--- src/sv/rfs_pkg.sv ---
`default_nettype none

package rfs_pkg;

    localparam logic [15:0] CRC_INIT = 16'hFFFF;
    localparam logic [15:0] CRC_POLY = 16'hA001;
    localparam int          HDR_LEN  = 6;

    typedef enum logic [2:0] {
        ST_CLEAR,
        ST_IDLE,
        ST_DECIDE,
        ST_COPY_RD,
        ST_COPY_WR,
        ST_SEND
    } state_t;

    typedef enum logic [2:0] {
        STATUS_OK       = 3'd0,
        STATUS_RD_RANGE = 3'd1,
        STATUS_RD_CRC   = 3'd2,
        STATUS_WR_RANGE = 3'd3,
        STATUS_WR_CRC   = 3'd4
    } status_t;

    typedef enum logic [1:0] {
        CFG_SLAVE_ADDRESS = 2'd0,
        CFG_READ_CODE     = 2'd1,
        CFG_WRITE_CODE    = 2'd2
    } cfg_index_t;

    typedef struct packed {
        logic       init;
        logic       update;
        logic [7:0] data;
    } crc_ctrl_t;

    typedef struct packed {
        logic [7:0] addr;
        logic [7:0] group;
        logic [7:0] start;
        logic [7:0] count;
        logic [7:0] request;
        logic [7:0] crc_hi;
        logic [7:0] crc_lo;
    } frame_hdr_t;

    // one byte of reflected CRC-16
    function automatic logic [15:0] crc_add(input logic [15:0] crc_in, input logic [7:0] data);
        logic [15:0] c;
        c = crc_in ^ {8'h00, data};
        for (int k = 0; k < 8; k++)
        begin
            if (c[0])
            begin
                c = (c >> 1) ^ CRC_POLY;
            end
            else
            begin
                c = c >> 1;
            end
        end
        return c;
    endfunction

endpackage

`default_nettype wire

--- src/sv/register_frame_slave_unit.sv ---
// Register frame slave.
// Item channel (item_valid/item_stall): with func low, one received link byte
// (frame_start marks byte 0); with func high, a local write of byte_value into
// group reg_group at reg_index. Config port: cfg_we/cfg_index/cfg_data.
// A frame is DATA_BYTES+8 bytes. Its last byte, when addressed to this slave
// with a read or write request, triggers a response of DATA_BYTES+8 bytes on
// the result channel (result_valid/result_stall), one per transaction.
// After the last byte: a decision state, then on a good write a read state
// and a write state per stored byte, then one response byte per cycle while
// the result is not stalled; item_stall is high from the last byte until the
// final response byte sits in the output register. One CRC-16 byte unit
// serves both the receive check and the response CRC, one byte per cycle when
// not stalled. Reset clears the register file by a pass, one entry per cycle,
// with item_stall high; config writes are taken.
// A stalled result holds in the output register and the response sequencer
// waits for it.
`default_nettype none

module register_frame_slave_unit
    import rfs_pkg::*;
#(
    parameter int DATA_BYTES = 16,
    parameter int NUM_GROUPS = 8
)
(
    input  wire logic       clk,
    input  wire logic       rst_n,
    input  wire logic       cfg_we,
    input  wire logic [1:0] cfg_index,
    input  wire logic [7:0] cfg_data,
    input  wire logic       item_valid,
    output logic            item_stall,
    input  wire logic       func,
    input  wire logic       frame_start,
    input  wire logic [7:0] byte_value,
    input  wire logic [3:0] reg_group,
    input  wire logic [3:0] reg_index,
    output logic            result_valid,
    input  wire logic       result_stall,
    output logic      [7:0] tx_byte,
    output logic            tx_last,
    output logic            is_error,
    output logic      [2:0] status_code
);

    localparam int FRAME_LEN = DATA_BYTES + 8;
    localparam int CRC_SPAN  = DATA_BYTES + 6;
    localparam int RF_DEPTH  = NUM_GROUPS * DATA_BYTES;
    localparam int RF_AW     = (RF_DEPTH > 1) ? $clog2(RF_DEPTH) : 1;
    localparam int FD_AW     = (DATA_BYTES > 1) ? $clog2(DATA_BYTES) : 1;
    localparam int TX_W      = $clog2(FRAME_LEN);
    localparam int LEFT_W    = $clog2(DATA_BYTES + 1);

    state_t            state_reg;
    state_t            state_next;
    logic [7:0]        slave_address_reg;
    logic [7:0]        read_code_reg;
    logic [7:0]        write_code_reg;

    logic              item_accept;
    logic              link_en;
    logic              local_en;
    logic              local_ok;
    logic [RF_AW-1:0]  local_addr;

    frame_hdr_t        hdr;
    logic              rx_last;
    logic [7:0]        fd_rdata;
    crc_ctrl_t         rx_crc_ctrl;
    crc_ctrl_t         tx_crc_ctrl;
    crc_ctrl_t         crc_ctrl;
    logic [15:0]       crc;

    logic              addr_match;
    logic              is_read;
    logic              is_write;
    logic              group_ok;
    logic              rd_range_bad;
    logic              wr_range_bad;
    logic              crc_good;
    logic              dec_respond;
    logic              dec_send_regs;
    logic              dec_copy;
    status_t           dec_status;
    logic [RF_AW-1:0]  dec_base;
    logic [RF_AW-1:0]  dec_rf_ptr;

    status_t           status_reg;
    logic              send_regs_reg;
    logic [RF_AW-1:0]  base_reg;
    logic [RF_AW-1:0]  rf_ptr_reg;
    logic [FD_AW-1:0]  fd_ptr_reg;
    logic [LEFT_W-1:0] copy_left_reg;
    logic [LEFT_W-1:0] copy_left_next;
    logic [RF_AW-1:0]  clr_idx_reg;
    logic [RF_AW-1:0]  clr_idx_next;
    logic [TX_W-1:0]   tx_idx_reg;
    logic [TX_W-1:0]   tx_idx_next;

    logic              rf_we;
    logic [RF_AW-1:0]  rf_waddr;
    logic [7:0]        rf_wdata;
    logic [RF_AW-1:0]  rf_raddr;
    logic [15:0]       rd_sum;
    logic [7:0]        rf_rdata;

    logic              tx_load;
    logic [7:0]        tx_data;
    logic              result_valid_reg;
    logic [7:0]        tx_byte_reg;
    logic              tx_last_reg;
    logic              is_error_reg;
    status_t           status_code_reg;

    always_ff @(posedge clk or negedge rst_n)
    begin
        if (!rst_n)
        begin
            slave_address_reg <= 8'd1;
            read_code_reg     <= 8'd1;
            write_code_reg    <= 8'd2;
        end
        else if (cfg_we)
        begin
            unique case (cfg_index)
                CFG_SLAVE_ADDRESS: slave_address_reg <= cfg_data;
                CFG_READ_CODE:     read_code_reg     <= cfg_data;
                CFG_WRITE_CODE:    write_code_reg    <= cfg_data;
                default:           ;
            endcase
        end
    end

    assign item_accept = item_valid && !item_stall;
    assign link_en     = item_accept && !func;
    assign local_en    = item_accept && func;
    assign local_ok    = (reg_group != 4'd0) && (32'(reg_group) <= NUM_GROUPS)
                         && (32'(reg_index) < DATA_BYTES);
    assign local_addr  = RF_AW'(32'(reg_group - 4'd1) * DATA_BYTES + 32'(reg_index));

    rfs_frame_rx #(
        .DATA_BYTES (DATA_BYTES),
        .FD_AW      (FD_AW)
    ) u_frame_rx (
        .clk         (clk),
        .rst_n       (rst_n),
        .byte_en     (link_en),
        .frame_start (frame_start),
        .byte_value  (byte_value),
        .fd_raddr    (fd_ptr_reg),
        .hdr         (hdr),
        .last_byte   (rx_last),
        .fd_rdata    (fd_rdata),
        .crc_ctrl    (rx_crc_ctrl)
    );

    assign crc_ctrl = (state_reg == ST_IDLE) ? rx_crc_ctrl : tx_crc_ctrl;

    rfs_crc_unit u_crc_unit (
        .clk   (clk),
        .rst_n (rst_n),
        .ctrl  (crc_ctrl),
        .crc   (crc)
    );

    rfs_regfile #(
        .DEPTH (RF_DEPTH),
        .AW    (RF_AW)
    ) u_regfile (
        .clk   (clk),
        .we    (rf_we),
        .waddr (rf_waddr),
        .wdata (rf_wdata),
        .raddr (rf_raddr),
        .rdata (rf_rdata)
    );

    // frame decision, range before CRC
    always_comb
    begin
        addr_match   = hdr.addr == slave_address_reg;
        is_read      = hdr.request == read_code_reg;
        is_write     = !is_read && (hdr.request == write_code_reg);
        group_ok     = (hdr.group != 8'd0) && (32'(hdr.group) <= NUM_GROUPS);
        rd_range_bad = (32'(hdr.count) > DATA_BYTES) || !group_ok;
        wr_range_bad = rd_range_bad || (32'(hdr.start) > DATA_BYTES)
                       || ((32'(hdr.start) + 32'(hdr.count)) > DATA_BYTES);
        crc_good     = (hdr.crc_hi == crc[15:8]) && (hdr.crc_lo == crc[7:0]);
        dec_respond  = addr_match && (is_read || is_write);
        priority if (is_read && rd_range_bad)
        begin
            dec_status = STATUS_RD_RANGE;
        end
        else if (is_read && !crc_good)
        begin
            dec_status = STATUS_RD_CRC;
        end
        else if (is_write && wr_range_bad)
        begin
            dec_status = STATUS_WR_RANGE;
        end
        else if (is_write && !crc_good)
        begin
            dec_status = STATUS_WR_CRC;
        end
        else
        begin
            dec_status = STATUS_OK;
        end
        dec_send_regs = is_read && (dec_status == STATUS_OK);
        dec_copy      = is_write && (dec_status == STATUS_OK) && (hdr.count != 8'd0);
        dec_base      = RF_AW'(32'(hdr.group - 8'd1) * DATA_BYTES);
        dec_rf_ptr    = RF_AW'(32'(hdr.group - 8'd1) * DATA_BYTES + 32'(hdr.start));
    end

    always_comb
    begin
        state_next = state_reg;
        unique case (state_reg)
            ST_CLEAR:
            begin
                if (clr_idx_reg == RF_AW'(RF_DEPTH - 1))
                begin
                    state_next = ST_IDLE;
                end
            end
            ST_IDLE:
            begin
                if (rx_last)
                begin
                    state_next = ST_DECIDE;
                end
            end
            ST_DECIDE:
            begin
                if (!dec_respond)
                begin
                    state_next = ST_IDLE;
                end
                else if (dec_copy)
                begin
                    state_next = ST_COPY_RD;
                end
                else
                begin
                    state_next = ST_SEND;
                end
            end
            ST_COPY_RD:
            begin
                state_next = ST_COPY_WR;
            end
            ST_COPY_WR:
            begin
                if (copy_left_reg == LEFT_W'(1))
                begin
                    state_next = ST_SEND;
                end
                else
                begin
                    state_next = ST_COPY_RD;
                end
            end
            ST_SEND:
            begin
                if (tx_load && (tx_idx_reg == TX_W'(FRAME_LEN - 1)))
                begin
                    state_next = ST_IDLE;
                end
            end
            default:
            begin
                state_next = ST_IDLE;
            end
        endcase
    end

    always_comb
    begin
        unique case (tx_idx_reg)
            TX_W'(0):             tx_data = slave_address_reg;
            TX_W'(1):             tx_data = hdr.group;
            TX_W'(2):             tx_data = hdr.start;
            TX_W'(3):             tx_data = hdr.count;
            TX_W'(4):             tx_data = hdr.request;
            TX_W'(5):             tx_data = {5'b00000, status_reg};
            TX_W'(FRAME_LEN - 2): tx_data = crc[15:8];
            TX_W'(FRAME_LEN - 1): tx_data = crc[7:0];
            default:              tx_data = send_regs_reg ? rf_rdata : 8'h00;
        endcase
    end

    always_comb
    begin
        item_stall     = state_reg != ST_IDLE;
        tx_load        = (state_reg == ST_SEND) && (!result_valid_reg || !result_stall);
        rf_we          = 1'b0;
        rf_waddr       = clr_idx_reg;
        rf_wdata       = 8'h00;
        tx_crc_ctrl    = '0;
        tx_idx_next    = tx_idx_reg;
        clr_idx_next   = clr_idx_reg;
        copy_left_next = copy_left_reg;
        unique case (state_reg)
            ST_CLEAR:
            begin
                rf_we        = 1'b1;
                clr_idx_next = clr_idx_reg + 1'b1;
            end
            ST_IDLE:
            begin
                if (local_en && local_ok)
                begin
                    rf_we    = 1'b1;
                    rf_waddr = local_addr;
                    rf_wdata = byte_value;
                end
            end
            ST_DECIDE:
            begin
                tx_crc_ctrl.init = 1'b1;
                tx_idx_next      = '0;
                copy_left_next   = LEFT_W'(hdr.count);
            end
            ST_COPY_RD:
            begin
            end
            ST_COPY_WR:
            begin
                rf_we          = 1'b1;
                rf_waddr       = rf_ptr_reg;
                rf_wdata       = fd_rdata;
                copy_left_next = copy_left_reg - 1'b1;
            end
            ST_SEND:
            begin
                if (tx_load)
                begin
                    tx_crc_ctrl.update = 32'(tx_idx_reg) < CRC_SPAN;
                    tx_crc_ctrl.data   = tx_data;
                    tx_idx_next        = tx_idx_reg + 1'b1;
                end
            end
            default:
            begin
            end
        endcase
    end

    // read address follows the next byte index so data is ready on load
    assign rd_sum   = 16'(base_reg) + 16'(tx_idx_next) - 16'(HDR_LEN);
    assign rf_raddr = rd_sum[RF_AW-1:0];

    always_ff @(posedge clk or negedge rst_n)
    begin
        if (!rst_n)
        begin
            state_reg        <= ST_CLEAR;
            clr_idx_reg      <= '0;
            tx_idx_reg       <= '0;
            copy_left_reg    <= '0;
            result_valid_reg <= 1'b0;
        end
        else
        begin
            state_reg     <= state_next;
            clr_idx_reg   <= clr_idx_next;
            tx_idx_reg    <= tx_idx_next;
            copy_left_reg <= copy_left_next;
            if (tx_load)
            begin
                result_valid_reg <= 1'b1;
            end
            else if (!result_stall)
            begin
                result_valid_reg <= 1'b0;
            end
        end
    end

    always_ff @(posedge clk)
    begin
        if (state_reg == ST_DECIDE)
        begin
            status_reg    <= dec_status;
            send_regs_reg <= dec_send_regs;
            base_reg      <= dec_base;
            rf_ptr_reg    <= dec_rf_ptr;
            fd_ptr_reg    <= FD_AW'(hdr.start);
        end
        else if (state_reg == ST_COPY_WR)
        begin
            rf_ptr_reg <= rf_ptr_reg + 1'b1;
            fd_ptr_reg <= fd_ptr_reg + 1'b1;
        end
        if (tx_load)
        begin
            tx_byte_reg     <= tx_data;
            tx_last_reg     <= tx_idx_reg == TX_W'(FRAME_LEN - 1);
            is_error_reg    <= status_reg != STATUS_OK;
            status_code_reg <= status_reg;
        end
    end

    assign result_valid = result_valid_reg;
    assign tx_byte      = tx_byte_reg;
    assign tx_last      = tx_last_reg;
    assign is_error     = is_error_reg;
    assign status_code  = status_code_reg;

    a_clear_once: assert property (@(posedge clk) disable iff (!rst_n)
        (state_reg != ST_CLEAR) |=> (state_reg != ST_CLEAR))
        else $error("clearing pass restarted");

    a_copy_left: assert property (@(posedge clk) disable iff (!rst_n)
        (state_reg == ST_COPY_WR) |-> (copy_left_reg != '0))
        else $error("copy ran past its count");

    a_rf_addr: assert property (@(posedge clk) disable iff (!rst_n)
        rf_we |-> (32'(rf_waddr) < RF_DEPTH))
        else $error("register file write out of range");

    a_status_err: assert property (@(posedge clk) disable iff (!rst_n)
        result_valid_reg |-> (is_error_reg == (status_code_reg != STATUS_OK)))
        else $error("error flag disagrees with status");

endmodule

`default_nettype wire

--- src/sv/rfs_crc_unit.sv ---
`default_nettype none

module rfs_crc_unit
    import rfs_pkg::*;
(
    input  wire logic        clk,
    input  wire logic        rst_n,
    input  wire crc_ctrl_t   ctrl,
    output logic      [15:0] crc
);

    logic [15:0] crc_reg;
    logic [15:0] crc_next;
    logic [15:0] crc_base;

    always_comb
    begin
        crc_base = ctrl.init ? CRC_INIT : crc_reg;
        crc_next = crc_reg;
        if (ctrl.update)
        begin
            crc_next = crc_add(crc_base, ctrl.data);
        end
        else if (ctrl.init)
        begin
            crc_next = CRC_INIT;
        end
    end

    always_ff @(posedge clk or negedge rst_n)
    begin
        if (!rst_n)
        begin
            crc_reg <= CRC_INIT;
        end
        else
        begin
            crc_reg <= crc_next;
        end
    end

    assign crc = crc_reg;

endmodule

`default_nettype wire

--- src/sv/rfs_frame_rx.sv ---
`default_nettype none

module rfs_frame_rx
    import rfs_pkg::*;
#(
    parameter int DATA_BYTES = 16,
    parameter int FD_AW      = (DATA_BYTES > 1) ? $clog2(DATA_BYTES) : 1
)
(
    input  wire logic             clk,
    input  wire logic             rst_n,
    input  wire logic             byte_en,
    input  wire logic             frame_start,
    input  wire logic [7:0]       byte_value,
    input  wire logic [FD_AW-1:0] fd_raddr,
    output frame_hdr_t            hdr,
    output logic                  last_byte,
    output logic      [7:0]       fd_rdata,
    output crc_ctrl_t             crc_ctrl
);

    localparam int FRAME_LEN = DATA_BYTES + 8;
    localparam int CRC_SPAN  = DATA_BYTES + 6;
    localparam int CNT_W     = $clog2(FRAME_LEN + 1);

    logic [CNT_W-1:0] count_reg;
    logic [CNT_W-1:0] count_next;
    logic [CNT_W-1:0] pos;
    logic             in_frame;
    logic             fd_we;
    logic [FD_AW-1:0] fd_waddr;
    logic [7:0]       fd_mem [DATA_BYTES];
    logic [7:0]       fd_rdata_reg;
    frame_hdr_t       hdr_reg;

    always_comb
    begin
        pos        = frame_start ? '0 : count_reg;
        in_frame   = byte_en && (pos < CNT_W'(FRAME_LEN));
        count_next = count_reg;
        if (in_frame)
        begin
            count_next = pos + 1'b1;
        end
        fd_we     = in_frame && (pos >= CNT_W'(HDR_LEN)) && (pos < CNT_W'(CRC_SPAN));
        fd_waddr  = FD_AW'(pos - CNT_W'(HDR_LEN));
        last_byte = in_frame && (pos == CNT_W'(FRAME_LEN - 1));
        crc_ctrl.init   = byte_en && frame_start;
        crc_ctrl.update = in_frame && (pos < CNT_W'(CRC_SPAN));
        crc_ctrl.data   = byte_value;
    end

    always_ff @(posedge clk or negedge rst_n)
    begin
        if (!rst_n)
        begin
            count_reg <= '0;
        end
        else
        begin
            count_reg <= count_next;
        end
    end

    always_ff @(posedge clk)
    begin
        if (in_frame)
        begin
            unique case (pos)
                CNT_W'(0):             hdr_reg.addr    <= byte_value;
                CNT_W'(1):             hdr_reg.group   <= byte_value;
                CNT_W'(2):             hdr_reg.start   <= byte_value;
                CNT_W'(3):             hdr_reg.count   <= byte_value;
                CNT_W'(4):             hdr_reg.request <= byte_value;
                CNT_W'(FRAME_LEN - 2): hdr_reg.crc_hi  <= byte_value;
                CNT_W'(FRAME_LEN - 1): hdr_reg.crc_lo  <= byte_value;
                default:               ;
            endcase
        end
    end

    always_ff @(posedge clk)
    begin
        if (fd_we)
        begin
            fd_mem[fd_waddr] <= byte_value;
        end
        fd_rdata_reg <= fd_mem[fd_raddr];
    end

    assign hdr      = hdr_reg;
    assign fd_rdata = fd_rdata_reg;

endmodule

`default_nettype wire

--- src/sv/rfs_regfile.sv ---
`default_nettype none

module rfs_regfile
#(
    parameter int DEPTH = 128,
    parameter int AW    = 7
)
(
    input  wire logic          clk,
    input  wire logic          we,
    input  wire logic [AW-1:0] waddr,
    input  wire logic [7:0]    wdata,
    input  wire logic [AW-1:0] raddr,
    output logic      [7:0]    rdata
);

    logic [7:0] mem [DEPTH];
    logic [7:0] rdata_reg;

    always_ff @(posedge clk)
    begin
        if (we)
        begin
            mem[waddr] <= wdata;
        end
        rdata_reg <= mem[raddr];
    end

    assign rdata = rdata_reg;

endmodule

`default_nettype wire
--- config.mk ---
export PLATFORM = sky130hd
export DESIGN_NAME = register_frame_slave_unit
export DESIGN_NICKNAME = d
export VERILOG_FILES = /design/src/sv/rfs_pkg.sv /design/src/sv/register_frame_slave_unit.sv /design/src/sv/rfs_crc_unit.sv /design/src/sv/rfs_frame_rx.sv /design/src/sv/rfs_regfile.sv
export SDC_FILE = /design/constraint.sdc
export NUM_CORES = 2
export LEC_CHECK = 0
export ABC_AREA = 1
export BUFFER_PORTS_ARGS = -buffer_cell sky130_fd_sc_hd__buf_2
export CORE_ASPECT_RATIO = 0.8
export CORE_MARGIN = 5
export CORE_UTILIZATION = 63
export DETAILED_ROUTE_END_ITERATION = 10
export GPL_ROUTABILITY_DRIVEN = 0
export PLACE_DENSITY = 0.9
export SLEW_MARGIN = 20
export SYNTH_ARGS = -nofsm -noshare
export SYNTH_HDL_FRONTEND = slang
export SYNTH_SLANG_ARGS = --single-unit
--- constraint.sdc ---
create_clock -name clk -period 5.15 [get_ports clk]
set_input_delay 1.2875 -clock clk [delete_from_list [all_inputs] [get_ports clk]]
set_output_delay 1.2875 -clock clk [all_outputs]
set_load 0.02 [all_outputs]
# Yosys cells after proc, flatten, opt, wreduce, memory -nomap -nowiden
# Memory sizes are Yosys's and may differ from the RTL's. A register that Yosys moved wholly into a read port is not among the register bits.
# Cells that the tools add are included.
op_classes:
  add_sub_neg: 14
  magnitude_cmp: 9
  eq_ne: 32
  muxes: 54
  n_bitwise: 9
  n_reduce_logical: 58
ops:
  columns: ["cell", "n"]
  rows:
  - ["16-bit 2-to-1 mux", 17]
  - ["8-bit one-hot mux with 8 select lines", 1]
  - ["8-bit equality test", 5]
  - ["3-bit 2-to-1 mux", 10]
  - ["1-bit logical AND", 24]
  - ["2-bit inverter with 3-bit output", 8]
  - ["7-bit 2-to-1 mux", 3]
  - ["5-bit by 2-bit equality test with 1-bit output, second input constant", 4]
  - ["5-bit equality test, second input constant", 4]
  - ["5-bit one-hot mux with 2 select lines", 2]
  - ["2-bit AND reduction", 10]
  - ["9-bit 2-to-1 mux", 2]
  - ["3-bit one-hot mux with 6 select lines", 1]
  - ["8-bit by 5-bit greater-than comparator with 1-bit output, second input constant", 2]
  - ["8-bit 2-to-1 mux", 2]
  - ["8-bit one-hot mux with 2 select lines", 1]
  - ["8-bit nonzero test", 2]
  - ["16-bit by 8-bit XOR with 16-bit output", 1]
  - ["5-bit by 1-bit equality test with 1-bit output, second input constant", 3]
  - ["5-bit by 3-bit equality test with 1-bit output, second input constant", 3]
  - ["5-bit < comparator, second input constant", 3]
  - ["7-bit by 1-bit adder with 7-bit output, second input constant", 2]
  - ["7-bit by 5-bit adder with 7-bit output", 2]
  - ["7-bit one-hot mux with 2 select lines", 1]
  - ["36 further kinds", 63]
totals:
  register_bits: 153
  ramBits: 1152
  out_inout_bits: 15
  word_cells: 204
  memories: 2
memory_table:
  columns: ["name", "words", "width", "rd", "rd_clocked_by_memory_dff", "write_ports", "line_no", "source"]
  rows:
  - ["u_regfile.mem", 128, 8, 1, 1, 1, "rfs_regfile.sv:17", "logic [7:0] mem [DEPTH];"]
  - ["u_frame_rx.fd_mem", 16, 8, 1, 1, 1, "rfs_frame_rx.sv:32", "logic [7:0] fd_mem [DATA_BYTES];"]

# Logic depth before layout (Yosys ltp)
depth:
  word_depth: 33
  ltp_mapped: 24
  depth_no_buf: 24

# Cells and area by module
# Synthesis repeated with hierarchy kept, for this count alone.
unflattened:
  hier_cells: 5181
  area_unflattened_um2: 56862.0
modules_own_cells:
  columns: ["module", "instances", "cells_each", "area_per_inst_um2", "seq_area_each_um2"]
  rows:
  - ["rfs_regfile", 1, 3575, 42104.1, 30909.6]
  - ["rfs_frame_rx", 1, 689, 7997.7, 5810.6]
  - ["register_frame_slave_unit", 1, 747, 5621.6, 2060.7]
  - ["rfs_crc_unit", 1, 170, 1138.6, 420.4]

# Worst setup path after synthesis
# OpenSTA, ideal clock, no wires.
synth_path:
  path_kind: "input -> register"
  startpoint: "in reg_group[0]"
  endpoint: "mem u_regfile.mem[0][0], data pin"
  t_arrival_ps: 3754
  t_required_ps: 4618
  setup_slack_ps: 864
  stages: 8
  cell_sequence: "inv_1 -> ha_1 -> a21oi_1 -> inv_1 -> nand4_2 -> inv_2 -> buf_2 -> a22o_1"
synth_via:
  elab_chain_cells: 5
  word_cells_on_any_way: 6
  classes_between: "order compare: 1; mux: 2; reduce/logical: 3"
synth_lines:
  columns: ["item", "line_no", "source"]
  rows:
  - ["start, declared", "register_frame_slave_unit.sv:36", "input wire logic [3:0] reg_group,"]
  - ["4-bit less-or-equal comparator or 4-bit nonzero test (tied branches)", "register_frame_slave_unit.sv:137", "assign local_ok = (reg_group != 4'd0) && (32'(reg_group) <= NUM_GROUPS)"]
  - ["1-bit logical AND *", "register_frame_slave_unit.sv:137", null]
  - ["1-bit logical AND *", "register_frame_slave_unit.sv:312", "if (local_en && local_ok)"]
  - ["8-bit 2-to-1 mux *", "register_frame_slave_unit.sv:312", null]
  - ["8-bit one-hot mux with 2 select lines *", "register_frame_slave_unit.sv:304", "unique case (state_reg)"]
  - ["net rf_wdata[0]", "register_frame_slave_unit.sv:102", "logic [7:0] rf_wdata;"]
  - ["end, declared", "rfs_regfile.sv:17", null]
# Mark *: on every way through the listed nets, which the timed path passes. The rest lies on a longest branch.

# Worst setup path in the final report
layout_path:
  startpoint: "in result_stall"
  endpoint: "reg u_regfile.rdata_reg[1], in the netlist u_regfile.rdata[1] (read register of u_regfile.mem)"
layout_via:
  elab_chain_cells: 7
layout_lines:
  columns: ["item", "line_no", "source"]
  rows:
  - ["start, declared", "register_frame_slave_unit.sv:39", "input wire logic result_stall,"]
  - ["1-bit zero test", null, null]
  - ["1-bit logical OR", "register_frame_slave_unit.sv:296", "tx_load = (state_reg == ST_SEND) && (!result_valid_reg || !result_stall);"]
  - ["1-bit logical AND", "register_frame_slave_unit.sv:296", null]
  - ["5-bit 2-to-1 mux", "register_frame_slave_unit.sv:337", "if (tx_load)"]
  - ["5-bit one-hot mux with 2 select lines", "register_frame_slave_unit.sv:304", null]
  - ["7-bit by 5-bit adder with 7-bit output", "register_frame_slave_unit.sv:351", "assign rd_sum = 16'(base_reg) + 16'(tx_idx_next) - 16'(HDR_LEN);"]
  - ["7-bit by 3-bit subtractor with 7-bit output", "register_frame_slave_unit.sv:351", null]
  - ["end, declared", "rfs_regfile.sv:18", "logic [7:0] rdata_reg;"]
# No other way between the ends.
# A chain may end at the register's enable or synchronous reset.

==> impl_metrics.json <==
{
  "max-slew-margin-rel_pct": 34.54,
  "period_share_pct": 81.51,
  "ios": 48,
  "path_max_fanout": 64,
  "status": "complete, no violations",
  "ys.flop_type": "edfxtp_1",
  "setup_viol": 0,
  "cp_common_cell": "nand2_1",
  "hpwl_um": 88340,
  "grt_pass1_wl_um": 227400,
  "largest_reg_flops": 1024,
  "syn_to_final_growth_pct": 10.54,
  "async_reset_ff_share_pct": 4.996,
  "total_leakage_power_nw": 20.83,
  "synthCells": 4520,
  "drt_iter0_markers": 7877,
  "die_x_um": 339.9,
  "firstDrtPassIters": 10,
  "crit_family": "simple AND/OR/NAND/NOR gates",
  "overflow": 0,
  "portBuffers": 47,
  "post_cts_buffers": 0,
  "totalWireLength_um": 151400,
  "via_count": 40195,
  "grt_max_degree": 129,
  "yosys_warnings": 0,
  "worst_setup_path_end_kind": "flip-flop",
  "synth_top_area_share_pct": 67.85,
  "drv_cap": 0,
  "yosys.area.top_type": "edfxtp_1",
  "viasPerCell": 6.905,
  "ys_types": 58,
  "clk_pin_slew_ns": 0.07,
  "cts.sinks": 1321,
  "hold_class": "flip-flop to flip-flop",
  "ys_top_cells_by_area": "edfxtp_1 (68%), nor2_1 (6.0%), o21ai_0 (5.4%)",
  "grt_pass1_vias": 38906,
  "dieHeight_um": 273.9,
  "ctsResizeCount": 0,
  "numCtsBuffers": 114,
  "power_density_mw_per_mm2": 603.0,
  "clock_skew_ns": 0.04203,
  "tritoncts": "built",
  "start_util_pct": 63.76,
  "hold_buffers": 0,
  "achievable-frequency_ghz": 0.2382,
  "antenna_found_initial": 5,
  "cts_root_buf": "clkbuf_16",
  "arrival_ns": 4.84,
  "timing_worst_setup_path_type": "input pin to flip-flop",
  "critPathBufInv": 3,
  "rsz0062_at_grt": "false",
  "tightest_slew_ns": 0.9819,
  "coreArea_sq_mm": 0.08600,
  "synth_seq_area_share_pct": 71.48,
  "finalHoldViolations": 0,
  "num_rows": 96,
  "die_area_sq_mm": 0.09308,
  "wl_per_cell_um": 26.01,
  "nets": 4666,
  "yosys_register_bits": 1321,
  "detail-route-antenna-nets": 0,
  "cpMaxStageDelayCell": "buf_4",
  "crit_required_ns": 5.79,
  "netlist_area_sq_mm": 0.05484,
  "syn-num-nets": 4587,
  "synth_area_per_cell_sq_um": 12.13,
  "synth_edf_count": 1239,
  "hold_slack_ns": 0.4912,
  "slowest_delay_ns": 0.69,
  "cts_max_level": 3,
  "period_needed_ns": 4.198,
  "critPathLaunchType": "input pin",
  "clkLatencyLatePin_ns": 0.72,
  "vdd.ir_drop.worst_uv": 492.8,
  "drc": 0,
  "track_usage_pct": 31.80,
  "cp_cell_sequence": "buf_2 > nand2_1 > inv_1 > nor2_2 > nand2_1 > o31ai_1 > ha_2 > buf_4 > o211ai_1 > nand3_1 > nand3_1 > nand2_1 > nand2_1 > nand2_1",
  "maxSlewViolCount": 0,
  "cts_buffer_depth": 3,
  "fin_tns_setup_ns": 0,
  "drive_gt1_share_pct": 9.866
}
-- metal layers --
layer	GRT usage [%]	part of all wire (%)
met1	40.80	32
met2	50.42	46
met3	8.493	15
met4	16.89	6.6
met5	0	0.034
-- tightest hold or removal path, cell delays in order, from the launching register on --
cell     delay [ns]
dfrtp_1        0.34
nand2_1        0.06
nand2_1        0.06
-- path summary, 6_finish.rpt --
| check | end | startpoint | depth (start not counted) | slack (ns) |
|---|---|---|---|---|
| min in group asynchronous | clr_idx_reg[1] | rst_n | 1 | 0.67 |
| min reg2reg | u_frame_rx.count_reg[1] | u_frame_rx.count_reg[1] | 2 | 0.49 |
| min | u_frame_rx.count_reg[1] | u_frame_rx.count_reg[1] | 2 | 0.49 |
| max reg2reg | u_regfile.rdata[1] | state_reg[2] | 14 | 1.05 |
| max | u_regfile.rdata[1] | result_stall | 14 | 0.95 |
| max in group asynchronous | u_crc_unit.crc[14] | rst_n | 2 | 3.44 |
-- per-stage QoR --
step	setup WS (ns)	utilization, %	total power, W	cell area [sq um]	instances
5_1_grt	0.9174	70.48	0.03778	60610	5820
4_1_cts	1.174	70.48	0.03578	60610	5820
3_5_place_dp	0.5144	66.28	0.02725	57000	5610
2_1_floorplan	0.8644	-	0.02235	54840	4520
3_3_place_gp	0.7040	66.28	0.02652	57000	5610
6_report	0.9524	70.48	0.03655	60620	5821
-- cell usage in the layout, fill, tap and decap left out, types with 9 or more instances in the layout --
cell       instances
inv_1            145
a221oi_1           9
a21oi_1           38
dfstp_2           19
o21ai_1           81
buf_2             47
or2_2             11
xnor2_1           29
nand4_1           14
o22ai_1          157
bufinv_16          9
nand2_1          425
nor3_1            10
nor2_1           870
buf_12            23
o221ai_1          35
clkinv_2          21
clkbuf_1          30
dfrtp_1           47
edfxtp_1        1239
ha_1              30
inv_2             13
clkbuf_16        115
nor2_2            12
o21ai_0          591
buf_4            155
dfxtp_1           16
clkinv_1          25
o211ai_1         197
nand3_1          183
xor2_1            22
-- final cells by class --
cell class	count	area, sq um
flip-flops and latches	1321	39200
fillers	4899	25390
multi-input cells	2774	13890
clock buffers	148	3032
repair buffers	225	1859
well taps	1127	1410
inverters	163	640.6
clock inverters	62	580.6
diodes	1	2.502
-- synth_stat cells (30+ instances only) --
cell / count
o21ai_0: 591
xnor2_1: 30
nor2_1: 871
a21oi_1: 38
dfrtp_1: 47
inv_1: 146
nand2_1: 425
ha_1: 32
o21ai_1: 81
buf_2: 121
edfxtp_1: 1239
clkbuf_1: 117
o221ai_1: 35
o211ai_1: 197
nand3_1: 183
o22ai_1: 157
-- kinds of logic after synthesis --
logic type               after synthesis  synth area share, %
XOR/XNOR                              52               0.8305
buffers and inverters                425                3.377
adder cells (fa/ha/maj)               34               0.8031
AND/OR/NAND/NOR                     1553                11.42
AO/OA/AOI/OAI                       1135                12.08
flip-flops                          1321                71.48
-- report_power, final --
part	total [W]	internal [W]	switching, W	leakage [nW]
Clock	0.00845	0.00460	0.00384	1.76
Sequential	0.0130	0.0126	0.000393	12.2
Combinational	0.0151	0.00402	0.0111	6.84
Note: power is estimated with default switching activity, not from simulation.
